===== config.mk =====
export PLATFORM = sky130hd
export DESIGN_NAME = chc_ctrl
export DESIGN_NICKNAME = d
export VERILOG_FILES = /design/src/hw/rtl/assert_macros.svh /design/src/hw/rtl/chc_pkg.sv /design/src/hw/rtl/chc_ctrl.sv
export SDC_FILE = /design/constraint.sdc
export NUM_CORES = 1
export LEC_CHECK = 0
export BUFFER_PORTS_ARGS = -buffer_cell sky130_fd_sc_hd__buf_2
export CAP_MARGIN = 10
export CORE_MARGIN = 1.5
export CORE_UTILIZATION = 42
export DETAILED_ROUTE_END_ITERATION = 8
export PLACE_DENSITY = 0.75
export SLEW_MARGIN = 20
export SYNTH_ARGS = -nofsm -noshare
export SYNTH_HDL_FRONTEND = slang
export SYNTH_SLANG_ARGS = --single-unit

===== constraint.sdc =====
create_clock -name i_clk -period 2.7 [get_ports i_clk]
set_input_delay 0.54 -clock i_clk [delete_from_list [all_inputs] [get_ports i_clk]]
set_output_delay 0.54 -clock i_clk [all_outputs]
set_load 0.02 [all_outputs]

===== src/hw/rtl/assert_macros.svh =====
// Assertion macros used by the top-level RTL file of the Huffman table unit.
`ifndef ASSERT_MACROS_SVH
`define ASSERT_MACROS_SVH
`ifndef SYNTHESIS
// Same-cycle implication, disabled during reset.
`define CHC_ASSERT(lbl, clk, rst_n, ante, cons) \
    lbl: assert property (@(posedge clk) disable iff (!(rst_n)) (ante) |-> (cons)) \
        else $error("chc assertion failed");
// Next-cycle implication, disabled during reset.
`define CHC_ASSERT_NEXT(lbl, clk, rst_n, ante, cons) \
    lbl: assert property (@(posedge clk) disable iff (!(rst_n)) (ante) |=> (cons)) \
        else $error("chc assertion failed");
`else
`define CHC_ASSERT(lbl, clk, rst_n, ante, cons)
`define CHC_ASSERT_NEXT(lbl, clk, rst_n, ante, cons)
`endif
`endif


===== src/hw/rtl/chc_pkg.sv =====
// Types, codes and defaults shared by the canonical Huffman table unit.
package chc_pkg;

    // Defaults for the top-level parameters
    localparam int SYMBOL_COUNT_DEF = 256;
    localparam int MAX_CODE_LEN_DEF = 16;

    // Fixed field widths
    localparam int FUNC_W = 2;
    localparam int SYM_W  = 8;
    localparam int LEN_W  = 5;
    localparam int STAT_W = 3;
    localparam int CODE_W = 16;

    // Operation codes
    localparam logic [FUNC_W-1:0] FN_LOAD   = 2'd0;
    localparam logic [FUNC_W-1:0] FN_DECODE = 2'd1;
    localparam logic [FUNC_W-1:0] FN_QUERY  = 2'd2;
    localparam logic [FUNC_W-1:0] FN_NONE   = 2'd3;

    // Result status codes
    localparam logic [STAT_W-1:0] STS_OK      = 3'd0;
    localparam logic [STAT_W-1:0] STS_PARTIAL = 3'd1;
    localparam logic [STAT_W-1:0] STS_BAD     = 3'd2;
    localparam logic [STAT_W-1:0] STS_NOTABLE = 3'd3;
    localparam logic [STAT_W-1:0] STS_BADPATH = 3'd4;

    typedef enum logic [1:0] {
        PH_EMPTY   = 2'd0,
        PH_LOADING = 2'd1,
        PH_READY   = 2'd2,
        PH_BAD     = 2'd3
    } t_phase;

    typedef enum logic [3:0] {
        S_IDLE, S_DISP, S_CLEAR, S_WRITE, S_BINIT, S_CRD, S_CUSE, S_CEND,
        S_SINGLE, S_KRAFT, S_ARD, S_AUSE, S_QRESP, S_DRESP, S_EMIT
    } t_state;

    // Source of the pending result word
    typedef enum logic [2:0] {
        RS_NONE  = 3'd0,
        RS_OK    = 3'd1,
        RS_BAD   = 3'd2,
        RS_PHASE = 3'd3,
        RS_QUERY = 3'd4,
        RS_DEC   = 3'd5,
        RS_SYM   = 3'd6
    } t_res;

    typedef struct packed {
        logic [STAT_W-1:0] status;
        logic              symbol_done;
        logic [SYM_W-1:0]  symbol_out;
        logic [CODE_W-1:0] code_out;
        logic [LEN_W-1:0]  code_length_out;
    } t_result;

    // Controller to datapath
    typedef struct packed {
        logic in_ready;
        logic clr_wr;
        logic clr_part;
        logic set_load;
        logic len_wr;
        logic binit;
        logic cnt_rst;
        logic scan_inc;
        logic cnt_use;
        logic kinit;
        logic kraft;
        logic single;
        logic asg;
        logic q_rd;
        logic dec;
        logic set_ready;
        logic set_bad;
        logic emit;
        t_res res;
    } t_cmd;

    // Datapath to controller
    typedef struct packed {
        logic              in_valid;
        logic              out_free;
        logic [FUNC_W-1:0] func;
        t_phase            phase;
        logic              last;
        logic              sym_ok;
        logic              scan_last;
        logic              len_big;
        logic              total_zero;
        logic              total_one;
        logic              kraft_fail;
        logic              kraft_end;
        logic              dec_hit;
    } t_sts;

endpackage


===== src/hw/rtl/chc_ctrl.sv =====
// Sequencer for loads, table build, decode and query.
module chc_ctrl (
    input  logic          i_clk,
    input  logic          i_rst_n,
    input  chc_pkg::t_sts i_sts,
    output chc_pkg::t_cmd o_cmd
);
    chc_pkg::t_state r_state, n_state;

    // State register
    always_ff @(posedge i_clk) begin
        if (!i_rst_n) begin
            r_state <= chc_pkg::S_IDLE;
        end else begin
            r_state <= n_state;
        end
    end

    // Next state and commands
    always_comb begin
        n_state = r_state;
        o_cmd   = '0;
        unique case (r_state)
            chc_pkg::S_IDLE: begin
                o_cmd.in_ready = 1'b1;
                if (i_sts.in_valid) n_state = chc_pkg::S_DISP;
            end
            chc_pkg::S_DISP: begin
                unique case (i_sts.func)
                    chc_pkg::FN_LOAD: begin
                        if (i_sts.phase != chc_pkg::PH_LOADING) begin
                            o_cmd.set_load = 1'b1;
                            o_cmd.clr_part = 1'b1;
                            o_cmd.cnt_rst  = 1'b1;
                            n_state        = chc_pkg::S_CLEAR;
                        end else begin
                            n_state = chc_pkg::S_WRITE;
                        end
                    end
                    chc_pkg::FN_DECODE: begin
                        if (i_sts.phase != chc_pkg::PH_READY) begin
                            o_cmd.res = chc_pkg::RS_PHASE;
                            n_state   = chc_pkg::S_EMIT;
                        end else begin
                            o_cmd.dec = 1'b1;
                            o_cmd.res = chc_pkg::RS_DEC;
                            n_state   = i_sts.dec_hit ? chc_pkg::S_DRESP : chc_pkg::S_EMIT;
                        end
                    end
                    chc_pkg::FN_QUERY: begin
                        if (i_sts.phase != chc_pkg::PH_READY) begin
                            o_cmd.res = chc_pkg::RS_PHASE;
                            n_state   = chc_pkg::S_EMIT;
                        end else if (i_sts.sym_ok) begin
                            o_cmd.q_rd = 1'b1;
                            n_state    = chc_pkg::S_QRESP;
                        end else begin
                            o_cmd.res = chc_pkg::RS_OK;
                            n_state   = chc_pkg::S_EMIT;
                        end
                    end
                    default: begin
                        o_cmd.res = chc_pkg::RS_OK;
                        n_state   = chc_pkg::S_EMIT;
                    end
                endcase
            end
            chc_pkg::S_CLEAR: begin
                o_cmd.clr_wr = 1'b1;
                if (i_sts.scan_last) begin
                    n_state = chc_pkg::S_WRITE;
                end else begin
                    o_cmd.scan_inc = 1'b1;
                end
            end
            chc_pkg::S_WRITE: begin
                o_cmd.len_wr = 1'b1;
                if (i_sts.last) begin
                    n_state = chc_pkg::S_BINIT;
                end else begin
                    o_cmd.res = chc_pkg::RS_OK;
                    n_state   = chc_pkg::S_EMIT;
                end
            end
            chc_pkg::S_BINIT: begin
                o_cmd.binit = 1'b1;
                n_state     = chc_pkg::S_CRD;
            end
            chc_pkg::S_CRD: begin
                n_state = chc_pkg::S_CUSE;
            end
            chc_pkg::S_CUSE: begin
                o_cmd.cnt_use = 1'b1;
                if (i_sts.len_big) begin
                    o_cmd.set_bad = 1'b1;
                    o_cmd.res     = chc_pkg::RS_BAD;
                    n_state       = chc_pkg::S_EMIT;
                end else if (i_sts.scan_last) begin
                    n_state = chc_pkg::S_CEND;
                end else begin
                    o_cmd.scan_inc = 1'b1;
                    n_state        = chc_pkg::S_CRD;
                end
            end
            chc_pkg::S_CEND: begin
                o_cmd.kinit   = 1'b1;
                o_cmd.cnt_rst = 1'b1;
                if (i_sts.total_zero) begin
                    o_cmd.set_ready = 1'b1;
                    o_cmd.res       = chc_pkg::RS_OK;
                    n_state         = chc_pkg::S_EMIT;
                end else if (i_sts.total_one) begin
                    n_state = chc_pkg::S_SINGLE;
                end else begin
                    n_state = chc_pkg::S_KRAFT;
                end
            end
            chc_pkg::S_SINGLE: begin
                o_cmd.single    = 1'b1;
                o_cmd.set_ready = 1'b1;
                o_cmd.res       = chc_pkg::RS_OK;
                n_state         = chc_pkg::S_EMIT;
            end
            chc_pkg::S_KRAFT: begin
                o_cmd.kraft = 1'b1;
                if (i_sts.kraft_fail) begin
                    o_cmd.set_bad = 1'b1;
                    o_cmd.res     = chc_pkg::RS_BAD;
                    n_state       = chc_pkg::S_EMIT;
                end else if (i_sts.kraft_end) begin
                    n_state = chc_pkg::S_ARD;
                end
            end
            chc_pkg::S_ARD: begin
                n_state = chc_pkg::S_AUSE;
            end
            chc_pkg::S_AUSE: begin
                o_cmd.asg = 1'b1;
                if (i_sts.scan_last) begin
                    o_cmd.set_ready = 1'b1;
                    o_cmd.res       = chc_pkg::RS_OK;
                    n_state         = chc_pkg::S_EMIT;
                end else begin
                    o_cmd.scan_inc = 1'b1;
                    n_state        = chc_pkg::S_ARD;
                end
            end
            chc_pkg::S_QRESP: begin
                o_cmd.res = chc_pkg::RS_QUERY;
                n_state   = chc_pkg::S_EMIT;
            end
            chc_pkg::S_DRESP: begin
                o_cmd.res = chc_pkg::RS_SYM;
                n_state   = chc_pkg::S_EMIT;
            end
            chc_pkg::S_EMIT: begin
                if (i_sts.out_free) begin
                    o_cmd.emit = 1'b1;
                    n_state    = chc_pkg::S_IDLE;
                end
            end
            default: n_state = chc_pkg::S_IDLE;
        endcase
    end
endmodule


==> Yosys cells after proc, flatten, opt, wreduce, memory -nomap -nowiden <==
Index checks and enable logic that the tools add are counted.
{ "word_totals": {"reg_bits": 4, "latchBits": 0, "ramBits": 0, "romBits": 0, "input_bits": 17, "out_inout_bits": 21, "wordCells": 88, "n_memories": 0} }
{ "classes": {"add_sub_neg": 0, "n_mul": 0, "div_mod_pow": 0, "n_lt_le_gt_ge": 0, "eq_ne": 22, "shift": 0, "muxes": 60, "n_bitwise": 0, "reduce_logical": 5} }
{ "ops": {"columns": ["op", "count"], "rows": [
  ["$pmux W4 S13", 1],
  ["$mux W4", 9],
  ["$mux W1", 30],
  ["$eq A4 B4 Y1 const B", 7],
  ["$pmux W3 S9", 1],
  ["$mux W2", 11],
  ["$eq A4 B3 Y1 const B", 4],
  ["$pmux W4 S3", 1],
  ["$pmux W3 S3", 1],
  ["$eq A4 B2 Y1 const B", 2],
  ["$ne A2 B2 Y1 const B", 4],
  ["$mux W3", 2],
  ["$pmux W1 S2", 3],
  ["$eq A4 B1 Y1 const B", 1],
  ["$logic_not A4 Y1", 1],
  ["$reduce_and A4 Y1", 1],
  ["$ne A3 B3 Y1 const B", 1],
  ["$pmux W1 S3", 1],
  ["$reduce_or A3 Y1", 1],
  ["$eq A2 B1 Y1 const B", 1],
  ["$eq A2 B2 Y1 const B", 1],
  ["$logic_not A2 Y1", 1],
  ["$ne A2 B1 Y1 const B", 1],
  ["$reduce_or A2 Y1", 1]
]} }

==> Depth between registers and ports, before layout <==
Gate-level depths: netlist (run 1).
{ "depth": {"ltp_word": 4, "depth_mapped": 6, "mapped_depth_nobuf": 4} }

==> Least setup slack after synthesis (run 1) <==
Ideal clock, no wire load.
{ "synth_timing": {"kind": "register to output", "from": "register r_state[1]", "to": "output o_cmd[2] in the netlist's numbering", "t_arrival_ns": 1.848, "required_time_ns": 2.160, "slack_ns": 0.312, "path_stages_with_launch": 6, "path_buffers": 1, "path_cell_list": "dfxtp_1 > or4b_1 > buf_2 > or2_1 > nor3b_2 > a21o_1"} }
{ "synth_rtl": {"columns": ["item", "line_no", "source"], "rows": [
  ["start: declaration", "chc_ctrl.sv:8", "chc_pkg::t_state r_state, n_state;"],
  ["start signal: assignment", "chc_ctrl.sv:13", "r_state <= chc_pkg::S_IDLE;"],
  ["start signal: assignment", "chc_ctrl.sv:15", "r_state <= n_state;"],
  ["end: declaration", "chc_ctrl.sv:6", "output chc_pkg::t_cmd o_cmd"]
]} }

==> flow_metrics.py, run 1 <==
metrics = {
    "run_status": {
        "status": "complete, no violations",
    },
    "floorplanning": {
        "core-area_mm2": 0.00158,
        "ioPinCount": 38,
        "rows": 14,
        "die_x_um": 44.9,
        "die_y_um": 44.9,
        "start_util_pct": 46.7,
        "dieArea_mm2": 0.00202,
    },
    "timing": {
        "min_period_over_period_pct": 92.6,
        "relSlewSlack_pct": 78.3,
        "hold_viol": 0,
        "worst_pin_slew_ns": 0.322,
        "fmax_ghz": 0.400,
        "skew_ns": 0.00368,
        "period_needed_ns": 2.50,
        "setup_violations": 0,
        "setup_tns_ns": 0,
        "rsz0062_at_grt": "no",
        "worst_hold_slack_ns": 0.567,
        "slew_viol_final": 0,
    },
    "global_routing": {
        "grt_max_degree": 26,
        "grt_pass1_wl_um": 3420,
        "antenna_found_initial": 0,
        "grt_pass1_vias": 805,
        "grt.total_usage_pct": 22.5,
        "grt_overflow_total": 0,
    },
    "cts": {
        "ctsResizeCount": 0,
        "cts_buffers": 3,
        "tritoncts": "done",
        "clk_pin_slew_ns": 0.04,
        "clockBufferDepth": 2,
        "cts_setup_buffers": 0,
        "clk_latency_ns": 0.24,
        "cts-htree-levels": 1,
        "numClockSinks": 4,
        "root_buffer": "clkbuf_4",
        "hold_buffers": 0,
    },
    "logic_synthesis": {
        "yosysMostFrequentCell": "nor2_1",
        "synthTopCellsByCount": "nor2_1 (14), clkbuf_1 (10), nor3_1 (8), o21ai_0 (8), a21oi_1 (7)",
        "netlist_area_um2": 737,
        "yosys_warnings": 0,
        "async_reset_ff_share_pct": 0,
        "synth_cell_types": 44,
        "avgSynthCellArea_um2": 6.41,
        "syn_inst": 115,
        "yosysTopAreaCell": "dfxtp_1",
        "synth_flop_cell": "dfxtp_1",
        "synth_top_area_share_pct": 10.9,
        "ys_seq_elements": 4,
        "yosysSeqAreaShare_pct": 10.9,
        "synth-edff-count": 0,
        "synth.net_count": 132,
        "synth.area.top_cells": "dfxtp_1 (11%), nor2_1 (7.1%), nor3_1 (5.4%)",
    },
    "power_and_ir_drop": {
        "totalPowerFinal_w": 0.000829,
        "p_leak_nw": 0.442,
        "power_density_mw_per_mm2": 884,
        "max-vdd-ir-drop_v": 0.000469,
    },
    "detailed_routing": {
        "drc_errors": 0,
        "drt_wl_total_um": 2150,
        "dr.pass1.iters": 4,
        "via_per_inst": 5.96,
        "routedWlPerCell_um": 13.3,
        "drtIter0Drc": 36,
        "postRouteAntennaNets": 0,
        "vias": 965,
    },
    "placement": {
        "post-dp-hpwl_um": 1610,
        "numPortBuffers": 37,
        "gp_congestion": 0.921,
    },
    "min_path": {
        "hold_depth": 3,
        "holdCritPathClass": "in -> reg",
        "hold-path-endpoint": "r_state[0]",
        "min_from": "i_rst_n",
    },
    "layout": {
        "largest_register_ffs": 4,
        "finish.utilization_pct": 59.4,
        "regArea_um2": 80.1,
        "reg_top3": "r_state: 4 flops",
        "largest-register": "r_state",
        "multi_input_area_um2": 592,
        "diodes": 0,
        "fillers": 152,
        "nNetsFinal": 165,
        "area_delta_synth_final_pct": 27.2,
        "drive_above_1_share_pct": 35.6,
    },
    "worst_setup_path": {
        "critPathLaunchType": "register",
        "rrSetupSlack_ns": 1.05,
        "crit_type": "reg -> out",
        "arrival_ns": 1.96,
        "critPathRequiredTime_ns": 2.16,
        "r2r_cells": 5,
        "crit_fanout": 6,
        "worst_r2r_endpoint": "r_state[1]",
        "worstSetupEndpointType": "primary output",
        "rr_startpoint": "r_state[1]",
    },
    "flow_run": {
        "maxCapViolations": 0,
    },
}
[how the worst max path moves through the flow]
stage,from,endpoint
finish,r_state[1],o_cmd[2]
global route,r_state[1],o_cmd[2]
CTS,r_state[1],o_cmd[2]
detailed placement,r_state[1],o_cmd[2]
global placement,r_state[1],o_cmd[2]
floorplan,r_state[1],o_cmd[2]
[worst max-delay path, stage by stage, from the launching register on]
cell and delay, ns:
dfxtp_1 0.30, or4b_1 0.66, or2_1 0.31, nor3b_2 0.21, a21o_1 0.10, buf_2 0.15
[report_power, final]
part	switching (W)	leakage, nW	internal [W]	total [W]
registers	0.0000104	0.0330	0.0000838	0.0000942
logic	0.000402	0.395	0.000259	0.000661
clock network	0.0000239	0.0138	0.0000497	0.0000735
total	0.000436	0.442	0.000393	0.000829
[layout make-up]
cell class	count	share of cell area [%]
flip-flops and latches	4	8.54
repair buffers	41	23.0
well taps	16	2.14
multi-input cells	96	63.2
clock buffers	3	2.40
inverters	2	0.801
[layer usage]
layer	vias to the layer above	GRT usage (%)	share of wire (%)
met4	0	7.06	0.56
met3	2	2.40	8.0
met2	57	38.3	46
met1	428	29.7	45
li1	478	-	-
met5	-	0	0
[placed cells by master, fill, tap and decap left out, drive strengths merged, types with 2 or more instances in the layout]
| cell | count |
|---|---|
| dfxtp | 4 |
| nor2b | 3 |
| nor2 | 14 |
| o21ai | 8 |
| nor3b | 4 |
| a22oi | 2 |
| nand2 | 6 |
| and2 | 3 |
| clkbuf | 3 |
| inv | 2 |
| a21boi | 2 |
| a21oi | 7 |
| buf | 41 |
| nand2b | 6 |
| nor3 | 8 |
| or2 | 4 |
| nand3b | 5 |
[cell families (layout without fill, tap and decap cells)]
| kind of cell | Yosys count | in the layout | share of synthesized area [%] |
|---|---|---|---|
| AOI/OAI and AO/OA | 33 | 33 | 30.2 |
| xor gates and xnor gates | 1 | 1 | 1.19 |
| buffers and inverters | 15 | 46 | 8.83 |
| DFF | 4 | 4 | 10.9 |
| muxes | 1 | 1 | 1.36 |
| and+or+nand+nor | 61 | 61 | 47.5 |
[through the flow]
step                instance area [um^2]  worst slack [ns]  cells
floorplan                            737             0.312    115
global placement                     915             0.473    159
detailed placement                   915             0.461    159
CTS                                  937             0.203    162
global route                         937             0.101    162
finish                               937             0.201    162
Power figures use the tool's default switching activity.
==> inputs of run 2 (changes only) <==
Settings changed: ABC_AREA set to 1, PLACE_DENSITY 0.75 to 0.78, SKIP_LAST_GASP set to 1.
==> run 2 against run 1 <==
Compared with the run above:
- wire length shrank 8.6%
- hold slack improved by 0.0088 ns
- setup slack improved by 0.34 ns
- critical path type unchanged
- critical endpoint is now o_cmd[1]
==> flow_metrics.py, run 2 <==
metrics = {
    "run_status": {
        "status": "complete, no violations",
    },
    "floorplanning": {
        "dieArea_mm2": 0.00177,
        "ioPinCount": 38,
        "die_y_um": 42.0,
        "core-area_mm2": 0.00137,
        "start_util_pct": 46.8,
        "rows": 13,
        "die_x_um": 42.0,
    },
    "worst_setup_path": {
        "critPathLaunchType": "register",
        "critPathRequiredTime_ns": 2.16,
        "crit_fanout": 6,
        "worstSetupEndpointType": "primary output",
        "cp_num_buf_inv": 2,
        "arrival_ns": 1.62,
        "path_common_cell": "nand2_1",
        "cp_top_family": "simple AND/OR/NAND/NOR gates",
        "crit_chain": "nand2_2, nor2_2, nand2_1, inv_1, nand2_1, o2111ai_1, buf_2",
        "critical-path-slowest-cell": "dfxtp_1",
        "slowest_delay_ns": 0.47,
        "crit_type": "reg -> out",
    },
    "placement": {
        "numPortBuffers": 37,
        "post-dp-hpwl_um": 1640,
        "gp_congestion": 0.865,
        "place_area_um2": 823,
        "dp_slack_ns": 0.823,
    },
    "logic_synthesis": {
        "synthTopCellsByCount": "nand2_1 (38), nor2_1 (22), inv_1 (16)",
        "yosysTopAreaCell": "nand2_1",
        "synth-edff-count": 0,
        "synth_top_area_share_pct": 22.3,
        "syn_inst": 128,
        "synth_cell_types": 17,
        "synth.net_count": 145,
        "yosysMostFrequentCell": "nand2_1",
        "ys_seq_elements": 4,
        "yosys_warnings": 0,
        "synth.area.top_cells": "nand2_1 (22%), nor2_1 (13%), dfxtp_1 (13%)",
        "async_reset_ff_share_pct": 0,
        "netlist_area_um2": 639,
        "synth_flop_cell": "dfxtp_1",
        "avgSynthCellArea_um2": 5.00,
        "yosysSeqAreaShare_pct": 12.5,
    },
    "cts": {
        "clockBufferDepth": 2,
        "cts_setup_buffers": 0,
        "hold_buffers": 0,
        "ctsResizeCount": 0,
        "cts_buffers": 3,
        "tritoncts": "done",
        "cts-htree-levels": 1,
        "clk_pin_slew_ns": 0.04,
        "clk_latency_ns": 0.25,
        "numClockSinks": 4,
        "root_buffer": "clkbuf_4",
    },
    "global_routing": {
        "grt.total_usage_pct": 22.6,
        "grt_max_degree": 10,
        "antenna_found_initial": 0,
        "grt_overflow_total": 0,
        "grt_pass1_wl_um": 3100,
        "grt_pass1_vias": 775,
    },
    "timing": {
        "relSlewSlack_pct": 78.8,
        "period_needed_ns": 2.16,
        "skew_ns": 0.00162,
        "slew_viol_final": 0,
        "rsz0062_at_grt": "no",
        "min_period_over_period_pct": 79.9,
        "worst_pin_slew_ns": 0.317,
        "hold_viol": 0,
        "fmax_ghz": 0.463,
        "setup_ws_ns": 0.542,
        "setup_violations": 0,
        "setup_tns_ns": 0,
    },
    "detailed_routing": {
        "via_per_inst": 5.24,
        "vias": 944,
        "postRouteAntennaNets": 0,
        "drc_errors": 0,
        "dr.pass1.iters": 4,
        "routedWlPerCell_um": 10.9,
        "drtIter0Drc": 30,
        "drt_wl_total_um": 1970,
    },
    "power_and_ir_drop": {
        "p_leak_nw": 0.511,
        "clockPowerShare_pct": 8.7,
        "p_comb_share_pct": 74.3,
        "totalPowerFinal_w": 0.000930,
        "switchingPower_w": 0.000564,
        "power_density_mw_per_mm2": 1100,
        "seq_power_share_pct": 17.0,
        "power_switching_share_pct": 60.7,
        "max-vdd-ir-drop_v": 0.000761,
        "internal_power_w": 0.000366,
    },
    "layout": {
        "reg_top3": "r_state: 4 flops",
        "drive_above_1_share_pct": 34.5,
        "nNetsFinal": 184,
        "largest_register_ffs": 4,
        "largest-register": "r_state",
        "final_area_um2": 846,
        "diodes": 0,
        "layout_common_cells": "nand2_1 (38), buf_2 (37), nor2_1 (22)",
        "area_delta_synth_final_pct": 32.3,
        "final_common_cell": "nand2_1",
    },
    "min_path": {
        "holdCritPathClass": "in -> reg",
    },
    "flow_run": {
        "maxCapViolations": 0,
    },
}
[run 2: cell types whose count changed in the layout (fill, tap and decap cells not counted), moves of 5 or more]
cell / before / now
nor2_2: 0 / 6
nand2_2: 0 / 5
nor2_1: 14 / 22
nand2b_1: 6 / 0
inv_1: 2 / 16
nor3_1: 8 / 3
nand3b_1: 5 / 0
nand3_1: 1 / 8
nand2_1: 6 / 38
[run 2: worst paths after layout]
check / start / slack (ns) / end / cells after the start
setup / recovery: r_state[0] / 0.54 / o_cmd[1] / 7
hold / removal: i_rst_n / 0.58 / r_state[3] / 3
setup reg to reg: r_state[3] / 1.28 / r_state[2] / 7
hold reg to reg: r_state[1] / 0.59 / r_state[1] / 2
[run 2: layout make-up]
class	count	area, um^2
clock buffers	3	22.5
fillers	156	520
inverters	20	75.1
multi-input cells	101	464
flip-flops and latches	4	80.1
well taps	15	18.8
repair buffers	37	185
[run 2: logic make-up (layout without fill, tap and decap cells)]
kind of cell / after synthesis / in the layout / share of synthesized area, %
AO/OA/AOI/OAI: 15 / 15 / 12.5
flip-flops: 4 / 4 / 12.5
AND/OR/NAND/NOR: 86 / 86 / 60.1
buffers and inverters: 23 / 60 / 14.9
[run 2: power groups by stage]
stage	sequential [W]	combinational [W]	clock [W]
after floorplan	0.000117	0.000558	0
after global placement	0.000154	0.000680	0
after detailed placement	0.000157	0.000685	0
after CTS	0.000156	0.000689	0.0000808
after global routing	0.000166	0.000762	0.0000861
final	0.000158	0.000691	0.0000809
[run 2: through the flow]
step | cells | util [%] | hold slack, ns
6_report | 180 | 61.9 | 0.576
4_1_cts | 180 | 61.9 | 0.572
5_1_grt | 180 | 61.9 | 0.588
2_1_floorplan | 128 | - | 0.586
3_3_place_gp | 177 | 60.3 | 0.576
3_5_place_dp | 177 | 60.3 | 0.582
[run 2: worst register-to-register path, delay by kind of cell, from the launching register on]
kind            cells  cell delay (ns)
buf+inv             2             0.17
simple gates        4             0.54
compound gates      1             0.09
flops               1             0.50
[run 2: layer usage]
| metal | vias to the layer above | GRT usage [%] | share of wire (%) |
|---|---|---|---|
| li1 | 472 | - | - |
| met3 | 2 | 5.17 | 7.7 |
| met5 | - | 0 | 0 |
| met4 | 0 | 7.50 | 0.87 |
| met1 | 424 | 28.9 | 45 |
| met2 | 46 | 37.2 | 47 |
==> inputs of run 3 (changes only) <==
Clock period 2.7 ns to 2 ns, I/O delays scaled along.
==> run 3 against run 2 <==
Compared with the run above:
- cell area up 1.5%
- via count down 0.11%
- register-to-register slack worse by 0.61 ns
- die area unchanged
- flip-flop and latch count unchanged
- hold slack worse by 0.13 ns
- first-iteration DRC count up 50%
- critical path type unchanged
- largest power group unchanged
==> flow_metrics.py, run 3 (synthesis results as in run 2) <==
metrics = {
    "detailed_routing": {
        "drt_wl_total_um": 2010,
        "via_per_inst": 5.24,
        "dr.pass1.iters": 4,
        "routedWlPerCell_um": 11.2,
        "drtIter0Drc": 45,
        "vias": 943,
        "drc_errors": 0,
        "postRouteAntennaNets": 0,
    },
    "worst_setup_path": {
        "critical-path-slowest-cell": "dfxtp_2",
        "critPathRequiredTime_ns": 1.60,
        "crit_fanout": 9,
        "slowest_delay_ns": 0.37,
        "worstSetupEndpointType": "primary output",
        "critPathCapture": "o_cmd[1]",
        "arrival_ns": 1.47,
        "rr_startpoint": "r_state[3]",
        "crit_type": "reg -> out",
        "worst_r2r_endpoint": "r_state[1]",
        "r2r_cells": 9,
        "crit_chain": "inv_2, nand2_2, nor2_4, nand2_1, inv_1, nand2_1, o2111ai_1, buf_4",
        "critPathLaunchType": "register",
        "path_common_cell": "nand2_1",
        "rrSetupSlack_ns": 0.67,
        "crit_start": "r_state[3]",
    },
    "power_and_ir_drop": {
        "p_leak_nw": 0.513,
        "totalPowerFinal_w": 0.00128,
        "power_density_mw_per_mm2": 1490,
        "max-vdd-ir-drop_v": 0.000927,
    },
    "cts": {
        "clk_pin_slew_ns": 0.04,
        "clk_latency_ns": 0.24,
        "root_buffer": "clkbuf_4",
        "cts_buffers": 3,
        "clockBufferDepth": 2,
        "cts-htree-levels": 1,
        "numClockSinks": 4,
        "tritoncts": "done",
        "cts_setup_buffers": 0,
    },
    "timing": {
        "setup_violations": 0,
        "worst_pin_slew_ns": 0.311,
        "relSlewSlack_pct": 79.2,
        "skew_ns": 0.00460,
        "hold_viol": 0,
        "setup_tns_ns": 0,
        "rsz0062_at_grt": "no",
        "period_needed_ns": 1.87,
        "worst_hold_slack_ns": 0.448,
        "slew_viol_final": 0,
        "min_period_over_period_pct": 93.3,
        "fmax_ghz": 0.536,
    },
    "layout": {
        "nNetsFinal": 184,
        "drive_above_1_share_pct": 37.0,
        "area_delta_synth_final_pct": 34.2,
        "diodes": 0,
        "reg_top3": "r_state: 4 flops",
        "final_common_cell": "nand2_1",
        "layout_common_cells": "nand2_1 (38), buf_2 (36), nor2_1 (22)",
        "largest_register_ffs": 4,
        "largest-register": "r_state",
    },
    "global_routing": {
        "grt_pass1_wl_um": 3470,
        "grt_pass1_vias": 848,
        "grt_max_degree": 10,
        "antenna_found_initial": 0,
        "grt_overflow_total": 0,
        "grt.total_usage_pct": 24.8,
    },
    "min_path": {
        "holdCritPathClass": "in -> reg",
    },
    "placement": {
        "post-dp-hpwl_um": 1650,
        "gp_congestion": 0.913,
        "numPortBuffers": 37,
    },
    "floorplanning": {
        "die_x_um": 42.0,
        "core-area_mm2": 0.00137,
        "dieArea_mm2": 0.00177,
        "ioPinCount": 38,
        "die_y_um": 42.0,
        "start_util_pct": 46.8,
        "rows": 13,
    },
    "flow_run": {
        "maxCapViolations": 0,
    },
    "run_status": {
        "status": "complete, no violations",
    },
}
[run 3: cell counts in the layout (fill, tap and decap cells not counted)]
Identical to the previous run, type by type.
[run 3: what timing repair did]
| item | in CTS | in global routing |
|---|---|---|
| resized for setup | 1 | 5 |
| endpoints found under the setup margin | 1 | 3 |
| hold buffers | 0 | 0 |
[run 3: area by class of cell]
| class | count | area [um^2] |
|---|---|---|
| multi-input combinational | 101 | 469 |
| timing repair buffer | 37 | 188 |
| fill | 149 | 508 |
| inverter | 20 | 75.1 |
| sequential | 4 | 85.1 |
| clock buffer | 3 | 22.5 |
| tap | 15 | 18.8 |
[run 3: how the worst min path moves through the flow]
stage / start / to / cells past startpoint
2_1_floorplan: i_rst_n / r_state[1] / 2
3_3_place_gp: r_state[1] / r_state[1] / 2
3_5_place_dp: r_state[1] / r_state[1] / 2
4_1_cts: i_sts[1] / r_state[0] / 4
5_1_grt: i_sts[1] / r_state[0] / 4
6_report: i_sts[1] / r_state[0] / 4
[run 3: through the flow]
step	worst slack (ns)	util (%)	std cells	instance area, um^2
finish	0.133	62.8	180	858
floorplan	0.210	-	128	639
CTS	0.0421	62.3	180	851
global placement	0.268	60.3	177	823
global route	0.00117	62.8	180	858
detailed placement	0.249	60.3	177	823
[run 3: report_power, final]
part / total, W / switching (W) / internal, W
clock: 0.000103 / 0.0000352 / 0.0000673
sequential: 0.000221 / 0.0000886 / 0.000132
combinational: 0.000959 / 0.000644 / 0.000315
[run 3: per-layer routing]
metal / part of all wire, % / track usage [%] / vias to the layer above
li1: - / - / 479
met1: 45 / 34.0 / 406
met2: 44 / 37.8 / 48
met3: 7.7 / 3.88 / 10
met4: 3.8 / 11.9 / 0
met5: 0 / 0 / -
[run 3: worst max-delay path, delay by kind of cell (launching register included)]
family / cells / cell delay, ns
compound gates: 1 / 0.08
buf+inv: 3 / 0.36
flops: 1 / 0.37
simple gates: 4 / 0.42
